===== src/hdl/bda_pkg.sv =====
// Shared types and constants of the binary to decimal ASCII converter.
// Used by bda_div10 and binary_to_decimal_ascii; depends on nothing.
`default_nettype none

package bda_pkg;

  localparam int NUM_W   = 32;                // width of the binary input value
  localparam int DIG_MAX = 10;                // most digits of a 32-bit value
  localparam int CNT_W   = 4;                 // holds 1 .. DIG_MAX
  localparam int PROD_W  = 2 * NUM_W;         // reciprocal product width
  localparam int QSHIFT  = 35;                // v / 10 == (v * RECIP10) >> QSHIFT
  localparam int QUOT_W  = PROD_W - QSHIFT;   // quotient bits kept
  localparam int ASCII_W = 6;
  localparam int DATA_W  = 16;                // out_tdata, padded to bytes

  localparam logic [NUM_W-1:0]   RECIP10    = 32'hCCCC_CCCD;
  localparam logic [ASCII_W-1:0] ASCII_ZERO = 6'h30;

  typedef logic [NUM_W-1:0] num_t;
  typedef logic [3:0]       digit_t;
  typedef logic [CNT_W-1:0] cnt_t;

  // Commands from the sequencer to the divide-by-ten unit
  typedef struct packed {
    logic start;   // load a fresh value
    logic step;    // replace the value by its quotient
  } div_ctrl_t;

  // What the divide-by-ten unit shows for its current value
  typedef struct packed {
    logic   quot_zero;  // quotient is zero: this is the last digit
    digit_t rem;        // value mod 10
  } div_stat_t;

endpackage

`default_nettype wire


===== src/hdl/binary_to_decimal_ascii.sv =====
// Top level: unsigned 32-bit value to decimal ASCII digits, MSB first.
// Depends on bda_pkg and bda_div10.
//
//  channel | ports                     | payload
//  --------+---------------------------+------------------------------------------
//  input   | in_tvalid/in_tready       | in_tdata[31:0] number
//  result  | out_tvalid/out_tready     | out_tdata[5:0] ascii_digit, [9:6] count,
//          | out_tlast                 | out_tlast is_last
//
//  While a value is converted in_tready stays low: first the reciprocal
//  divide-by-ten unit produces the digits, one digit per multiply, then the digit
//  buffer drains through the output register, one digit per cycle unless the output stalls.
//  Output stalls stretch the drain phase only. Reset (rst_n low, synchronous)
//  returns the sequencer to idle and empties the output register.
`default_nettype none

module binary_to_decimal_ascii (
  input  wire logic        clk,
  input  wire logic        rst_n,
  input  wire logic        in_tvalid,
  output logic             in_tready,
  input  wire logic [31:0] in_tdata,   // [31:0] number
  output logic             out_tvalid,
  input  wire logic        out_tready,
  output logic [15:0]      out_tdata,  // [5:0] ascii_digit, [9:6] digit_count, [15:10] zero
  output logic             out_tlast   // is_last
);

  localparam logic [1:0] S_IDLE = 2'd0;
  localparam logic [1:0] S_DIV  = 2'd1;
  localparam logic [1:0] S_EMIT = 2'd2;

  logic [1:0]          state_r, state_nxt;
  bda_pkg::cnt_t       wr_idx_r, wr_idx_nxt;
  bda_pkg::cnt_t       rd_idx_r, rd_idx_nxt;
  bda_pkg::cnt_t       total_r, total_nxt;
  bda_pkg::digit_t     digit_r [bda_pkg::DIG_MAX];
  logic                out_valid_r, out_valid_nxt;
  logic [bda_pkg::ASCII_W-1:0] out_ascii_r;
  bda_pkg::cnt_t       out_cnt_r;
  logic                out_last_r;
  logic                in_xact;
  logic                out_load;
  bda_pkg::div_ctrl_t  div_ctrl;
  bda_pkg::div_stat_t  div_stat;

  assign in_tready = (state_r == S_IDLE);
  assign in_xact   = in_tvalid && in_tready;
  // In the emit state the output register takes a new digit when empty or being drained
  assign out_load  = (state_r == S_EMIT) && (!out_valid_r || out_tready);

  assign div_ctrl.start = in_xact;
  assign div_ctrl.step  = (state_r == S_DIV);

  bda_div10 u_div10 (
    .clk  (clk),
    .din  (in_tdata),
    .ctrl (div_ctrl),
    .stat (div_stat)
  );

  // Sequencer
  always_comb begin
    state_nxt     = state_r;
    wr_idx_nxt    = wr_idx_r;
    rd_idx_nxt    = rd_idx_r;
    total_nxt     = total_r;
    out_valid_nxt = out_valid_r;
    if (out_valid_r && out_tready) begin
      out_valid_nxt = 1'b0;
    end
    unique case (state_r)
      S_IDLE: begin
        if (in_xact) begin
          wr_idx_nxt = '0;
          state_nxt  = S_DIV;
        end
      end
      S_DIV: begin
        wr_idx_nxt = wr_idx_r + 1'b1;
        if (div_stat.quot_zero) begin
          total_nxt  = wr_idx_r + 1'b1;
          rd_idx_nxt = wr_idx_r;
          state_nxt  = S_EMIT;
        end
      end
      S_EMIT: begin
        if (out_load) begin
          out_valid_nxt = 1'b1;
          rd_idx_nxt    = rd_idx_r - 1'b1;
          if (rd_idx_r == '0) begin
            state_nxt = S_IDLE;
          end
        end
      end
      default: begin
        state_nxt = S_IDLE;
      end
    endcase
  end

  // Control state
  always_ff @(posedge clk) begin
    if (!rst_n) begin
      state_r     <= S_IDLE;
      out_valid_r <= 1'b0;
    end else begin
      state_r     <= state_nxt;
      out_valid_r <= out_valid_nxt;
    end
  end

  // Indexes, count and digit buffer (LSB digit at index 0)
  always_ff @(posedge clk) begin
    wr_idx_r <= wr_idx_nxt;
    rd_idx_r <= rd_idx_nxt;
    total_r  <= total_nxt;
    if (state_r == S_DIV) begin
      digit_r[wr_idx_r] <= div_stat.rem;
    end
  end

  // Output payload register
  always_ff @(posedge clk) begin
    if (out_load) begin
      out_ascii_r <= bda_pkg::ASCII_ZERO + {2'b00, digit_r[rd_idx_r]};
      out_cnt_r   <= total_r;
      out_last_r  <= (rd_idx_r == '0);
    end
  end

  assign out_tvalid = out_valid_r;
  assign out_tdata  = {{(bda_pkg::DATA_W - bda_pkg::ASCII_W - bda_pkg::CNT_W){1'b0}},
                       out_cnt_r, out_ascii_r};
  assign out_tlast  = out_last_r;

endmodule

`default_nettype wire


===== src/hdl/bda_div10.sv =====
// Iterative divide-by-ten unit: one registered reciprocal multiply per step.
// Depends on bda_pkg.
`default_nettype none

module bda_div10 (
  input  wire logic               clk,
  input  wire bda_pkg::num_t      din,
  input  wire bda_pkg::div_ctrl_t ctrl,
  output bda_pkg::div_stat_t      stat
);

  bda_pkg::num_t                    cur_r;
  bda_pkg::num_t                    cur_nxt;
  logic [bda_pkg::PROD_W-1:0]       prod_r;
  logic [bda_pkg::PROD_W-1:0]       prod_nxt;
  logic [bda_pkg::QUOT_W-1:0]       quot;
  bda_pkg::num_t                    quot_x10;
  bda_pkg::num_t                    rem_full;

  // Quotient of the current value, straight from the registered product
  assign quot     = prod_r[bda_pkg::PROD_W-1:bda_pkg::QSHIFT];
  assign quot_x10 = (bda_pkg::NUM_W'(quot) << 3) + (bda_pkg::NUM_W'(quot) << 1);
  assign rem_full = cur_r - quot_x10;

  assign stat.rem       = rem_full[3:0];
  assign stat.quot_zero = (quot == '0);

  // Next value to hold and multiply
  always_comb begin
    cur_nxt = cur_r;
    if (ctrl.start) begin
      cur_nxt = din;
    end else if (ctrl.step) begin
      cur_nxt = bda_pkg::NUM_W'(quot);
    end
  end

  assign prod_nxt = {{bda_pkg::NUM_W{1'b0}}, cur_nxt} *
                    {{bda_pkg::NUM_W{1'b0}}, bda_pkg::RECIP10};

  always_ff @(posedge clk) begin
    cur_r  <= cur_nxt;
    prod_r <= prod_nxt;
  end

endmodule

`default_nettype wire


===== config.mk =====
export PLATFORM = sky130hd
export DESIGN_NAME = binary_to_decimal_ascii
export DESIGN_NICKNAME = d
export VERILOG_FILES = /design/src/hdl/bda_pkg.sv /design/src/hdl/binary_to_decimal_ascii.sv /design/src/hdl/bda_div10.sv
export SDC_FILE = /design/constraint.sdc
export NUM_CORES = 1
export LEC_CHECK = 0
export ABC_AREA = 1
export BUFFER_PORTS_ARGS = -buffer_cell sky130_fd_sc_hd__buf_4
export CAP_MARGIN = 20
export CORE_MARGIN = 5
export CORE_UTILIZATION = 60
export CTS_BUF_LIST = sky130_fd_sc_hd__clkbuf_4
export CTS_CLUSTER_DIAMETER = 100
export DETAILED_ROUTE_END_ITERATION = 10
export GPL_TIMING_DRIVEN = 0
export PLACE_DENSITY = 0.77
export SKIP_CTS_REPAIR_TIMING = 1
export SLEW_MARGIN = 30
export SYNTH_ARGS = -nofsm -noshare
export SYNTH_HDL_FRONTEND = slang
export SYNTH_SLANG_ARGS = --single-unit

===== constraint.sdc =====
create_clock -name clk -period 9.44 [get_ports clk]
set_clock_uncertainty 0.1 [all_clocks]
set_input_delay 1.416 -clock clk [delete_from_list [all_inputs] [get_ports clk]]
set_output_delay 1.416 -clock clk [all_outputs]
set_load 0.02 [all_outputs]

# Word level (Yosys, flattened, before mapping)
# Memories as Yosys holds them, arrays and structs flattened. A register that Yosys moved wholly into a read port is not among the register bits.
# Index checks and enable logic that the tools add are counted.
# word_totals
ramBits	40
register_bits	122
out_inout_bits	19
inputBits	36
word_cells	55
n_memories	1
# mem_list
memory	words	word_bits	rd	rd_clocked_by_memory_dff	write_ports	line_no	rtl
digit_r	10	4	1	1	1	binary_to_decimal_ascii.sv:37	bda_pkg::digit_t digit_r [bda_pkg::DIG_MAX];
# op_classes
mux	18
n_addsub	5
reduce_logical	14
multipliers	1
eq_ne	6
# ops
op	count
32-bit by 32-bit multiplier with 64-bit output, second input constant	1
32-bit two-way mux	2
29-bit zero test	1
4-bit two-way mux	4
4-bit case mux with 2 select lines	2
2-bit two-way mux	4
5-bit by 5-bit adder with 6-bit output, first input constant	1
2-bit by 1-bit != test with 1-bit output, second input constant	3
2-bit case mux with 3 select lines	1
1-bit two-way mux	5
4-bit by 1-bit adder with 4-bit output, second input constant	1
4-bit adder	1
4-bit zero test	1
2-bit AND reduction	2
4-bit AND reduction	1
2-bit nonzero test	2
4-bit by 1-bit subtractor with 4-bit output, second input constant	1
4-bit subtractor	1
1-bit logical AND	3
3-bit AND reduction	1
2-bit by 1-bit == test with 1-bit output, second input constant	1
2-bit == test, second input constant	1
2-bit zero test	1
2-bit != test, second input constant	1
2 further kinds	2

# Longest topological paths before layout
# logic_depth
depth_word	6
mapped_depth	36
ltp_nobuf	34

# Hierarchy
# From an unflattened synthesis, not the netlist that was laid out.
# unflattened
hier_cells	2640
area_unflattened_um2	23182.2
# modules_own_cells
module	cells_per_inst	instances	area_each_um2	seq_area_each_um2
bda_div10	2357	1	20181.9	1221.2
binary_to_decimal_ascii	283	1	3000.4	1971.9

# Worst setup path before layout
# No wires, ideal clock.
# synth_timing
path_type	input port to flip-flop
start	in in_tvalid
end	reg u_div10.prod_r[62] in the netlist's numbering
cell_stages	31
t_required_ns	9.228
setup_time_ns	0.112
arrival_ns	8.211
slack_ns	1.017
path_buffers	4
cell_sequence	nand2_2 buf_4 buf_2 buf_2 buf_2 nor2_1 a31oi_1 ha_1 inv_1 fa_1 inv_1 fa_1 inv_1 fa_1 inv_1 fa_1 fa_1 fa_1 inv_1 fa_1 inv_1 ha_1 a21o_1 a31oi_1 o21ai_0 a21oi_1 nor2_1 nor4_1 nand2_1 nand2_1 nand2_1
# synth_via
elab_chain_cells	3
# synth_lines
element	line_no	rtl
start: declaration	binary_to_decimal_ascii.sv:20	input wire logic in_tvalid,
1-bit logical AND	binary_to_decimal_ascii.sv:48	assign in_xact = in_tvalid && in_tready;
32-bit two-way mux	bda_div10.sv:31	if (ctrl.start) begin
net u_div10.cur_nxt[20]	bda_div10.sv:13	bda_pkg::num_t cur_nxt;
32-bit by 32-bit multiplier with 64-bit output	bda_div10.sv:38	assign prod_nxt = {{bda_pkg::NUM_W{1'b0}}, cur_nxt} *
net u_div10.prod_nxt, one bit	bda_div10.sv:15	logic [bda_pkg::PROD_W-1:0] prod_nxt;
end signal: assignment	bda_div10.sv:43	prod_r <= prod_nxt;
end: declaration	bda_div10.sv:14	logic [bda_pkg::PROD_W-1:0] prod_r;
# The timed path passes the listed nets, and every way through them passes these cells.
# A chain may end at the register's enable or synchronous reset.

# Worst setup path after layout
# layout_timing
start	in in_tvalid
end	reg u_div10.prod_r[53] in the netlist's numbering
# Same word-level chain as after synthesis.

==> impl_results.md <==
* Status: complete, no violations
* H-tree depth at 4
* CP required at 9910 ps
* Largest net degree at the start of global routing at 17
* Clock-pin slew on the worst setup and hold paths at around 160 ps
* Clock latency on the worst-skew pair at 650 ps
* DRC Markers at 0
* Netlist cell types at 48
* CTS tree: done
* Synth top area share at approximately a third
* Max stage delay on crit path at between 700 and 800 ps
* Max cap viols at 0
* Mapped cell area at roughly 0.023 mm2
* Top cell type by total area after synthesis: fa_1
* Setup CP Type: input port to register
* Startpoint types: input port
* Number of global-route vias before repair at 19,200
* Die height at about 210 um
* Clock sink total at 129
* Vias per cell at ~5.6
* WL/cell at between 20 and 25 um
* Die Wd at between 200 and 250 um
* First-iteration detailed-routing DRC count at around 1,500
* Number of synthesized flops with an enable pin at 61
* First-pass GRT wire length at approximately 110 mm
* Area of the multi-input gates at roughly 0.017 mm2
* Antenna-violating nets left at 0
* Hpwl dp at 67.1 mm
* Sequential area share after synthesis at 13.8%
* Worst-Margin Slew at about 980 ps
* CTS buffer count at 17
* Final WL at 75.8 mm
* Period utilization at between 90% and 100%
* Crit-path most repeated cell: fa_1
* Die ar. at roughly 0.043 mm2
* Root Buffer Master: clkbuf_4
* Final worst path period need at about 9300 ps
* Syn_area_per_cell at approximately 8.9 um2
* Row cnt at 72
* Area delta synth->final at 6.88%
* Crit-path max FO at 10
* Syn Inst Count at 2,595
* Starting Density at 60.3%
* CP endpoint kind: register
* WHS at 348 ps
* Initial antenna violation count at 1
* Synth Warn # at 0
* Post-synth ARST share at 0%
* CTS max path bufs at 2
* Largest cells by area after synthesis: fa_1 (33%), ha_1 (19%), inv_1 (12%), edfxtp_1 (7.9%), dfxtp_1 (5.9%)
* Final Max Tran Viols at 0
* Layout cells sized above 1 at approximately 5.6%
* Most frequent cell after synthesis: inv_1
* Port bufs at 46
* CP Data Arrival Time at 9790 ps
* Slowest library cell on the worst path: o21ai_0
* Vias at between 15,000 and 20,000
* GRT overflow at 0
* Drt first pass iters at 6
* Boundary Pins at between 50 and 60
* Seq. cell area at around 0.0032 mm2
* Hold Violations, Final at 0
* All-Layer GR Usage at 37.2%
* Most used DFF post-synth: dfxtp_1
* Nets at about 3,400
* Fmax at roughly 0.11 GHz
* Gp weighted congestion at slightly above 1
* #FFs+latches synth at ~130
* # fillers at between 3,000 and 4,000
* Relative slew slack at around 34%
* Core ar. at 0.0384 mm2
* Hold Path Class: register to register
* Final setup fails at 0
* Commonest cells post-synth: inv_1 (733), fa_1 (386), ha_1 (349)
layout make-up:
| class | instances | area share [%] |
|---|---|---|
| inverters | 735 | 11.2 |
| clock inverters | 15 | 0.754 |
| flip-flops and latches | 129 | 12.9 |
| multi-input cells | 1706 | 69.8 |
| plain buffers | 31 | 0.703 |
| diodes | 2 | 0.0202 |
| well taps | 518 | 2.62 |
| clock buffers | 17 | 0.516 |
| repair buffers | 48 | 1.49 |
layer usage:
metal	GRT usage [%]	share of wire [%]	vias to the layer above
li1	-	-	8124
met1	48.0	40	8841
met2	59.7	46	820
met3	7.23	7.9	253
met4	20.0	6.8	0
met5	0	0	-
final timing paths:
path	depth (start not counted)	endpoint	startpoint	slack [ps]
hold / removal	0	out_cnt_r[3]	total_r[3]	350
setup reg to reg	29	u_div10.prod_r[53]	state_r[0]	310
setup / recovery	29	u_div10.prod_r[53]	in_tvalid	130
hold reg to reg	0	out_cnt_r[3]	total_r[3]	350
stage by stage:
step	cell area [um2]	setup WS, ps	setup TNS [ps]	utilization, %	cells
after floorplan	23200	1020	0	-	2601
after global routing	24700	-31.2	-57.1	64.4	3200
after CTS	24600	-54.4	-82.6	64.0	3199
final	24700	127	0	64.4	3201
after global placement	24200	-1030	-23130	62.9	3165
after detailed placement	24300	-722	-14570	63.2	3167
cells in the final DEF (no fill, tap or decap), types with 4 or more instances in the layout:
master	Yosys	routed
a21boi_0	4	4
a21o_1	14	14
a21oi_1	100	100
a31oi_1	33	19
a31oi_2	1	8
a31oi_4	0	7
buf_2	8	7
buf_4	9	55
clkbuf_1	12	9
clkbuf_4	0	18
conb_1	2	8
dfxtp_1	68	68
edfxtp_1	61	61
fa_1	386	386
ha_1	349	344
inv_1	733	733
inv_6	0	4
inv_8	0	5
mux2i_1	12	12
nand2_1	285	285
nand2_2	5	5
nand3_1	37	37
nor2_1	172	172
nor3_1	29	29
nor4_1	7	7
o211ai_1	15	15
o21a_1	12	12
o21ai_0	91	88
o21ai_1	9	11
o21ai_2	5	6
o21bai_1	18	18
or2_1	6	6
or2_2	6	6
xnor2_1	20	18
xor2_1	59	59
registers in the layout (all words and copies together), names as in the netlist, named ones only:
name and cells:
rd_idx_r 4, u_div10.prod_r 29, state_r 2, out_cnt_r 4
out_ascii_r 4, out_tvalid 1, wr_idx_r 4, digit_r 40
u_div10.cur_r 32, total_r 4, out_tlast 1
cells by family after synthesis:
family | share of synthesized area, %
adders and majority gates | 52.3
DFF | 13.8
AOI/OAI and AO/OA | 7.96
buffers and inverters | 12.7
xor gates and xnor gates | 2.99
and+or+nand+nor | 9.77
other | 0.0325
muxes | 0.519
critical path, delay by kind of cell:
| family | cells | cell delay [ps] |
|---|---|---|
| AOI/OAI and AO/OA | 3 | 1350 |
| buffers and inverters | 11 | 1660 |
| and+or+nand+nor | 6 | 810 |
| adders and majority gates | 9 | 4520 |
Power is left out: the tool's default activity adds up to more than one toggle a clock period on the data nets, which glitch-free logic cannot reach.
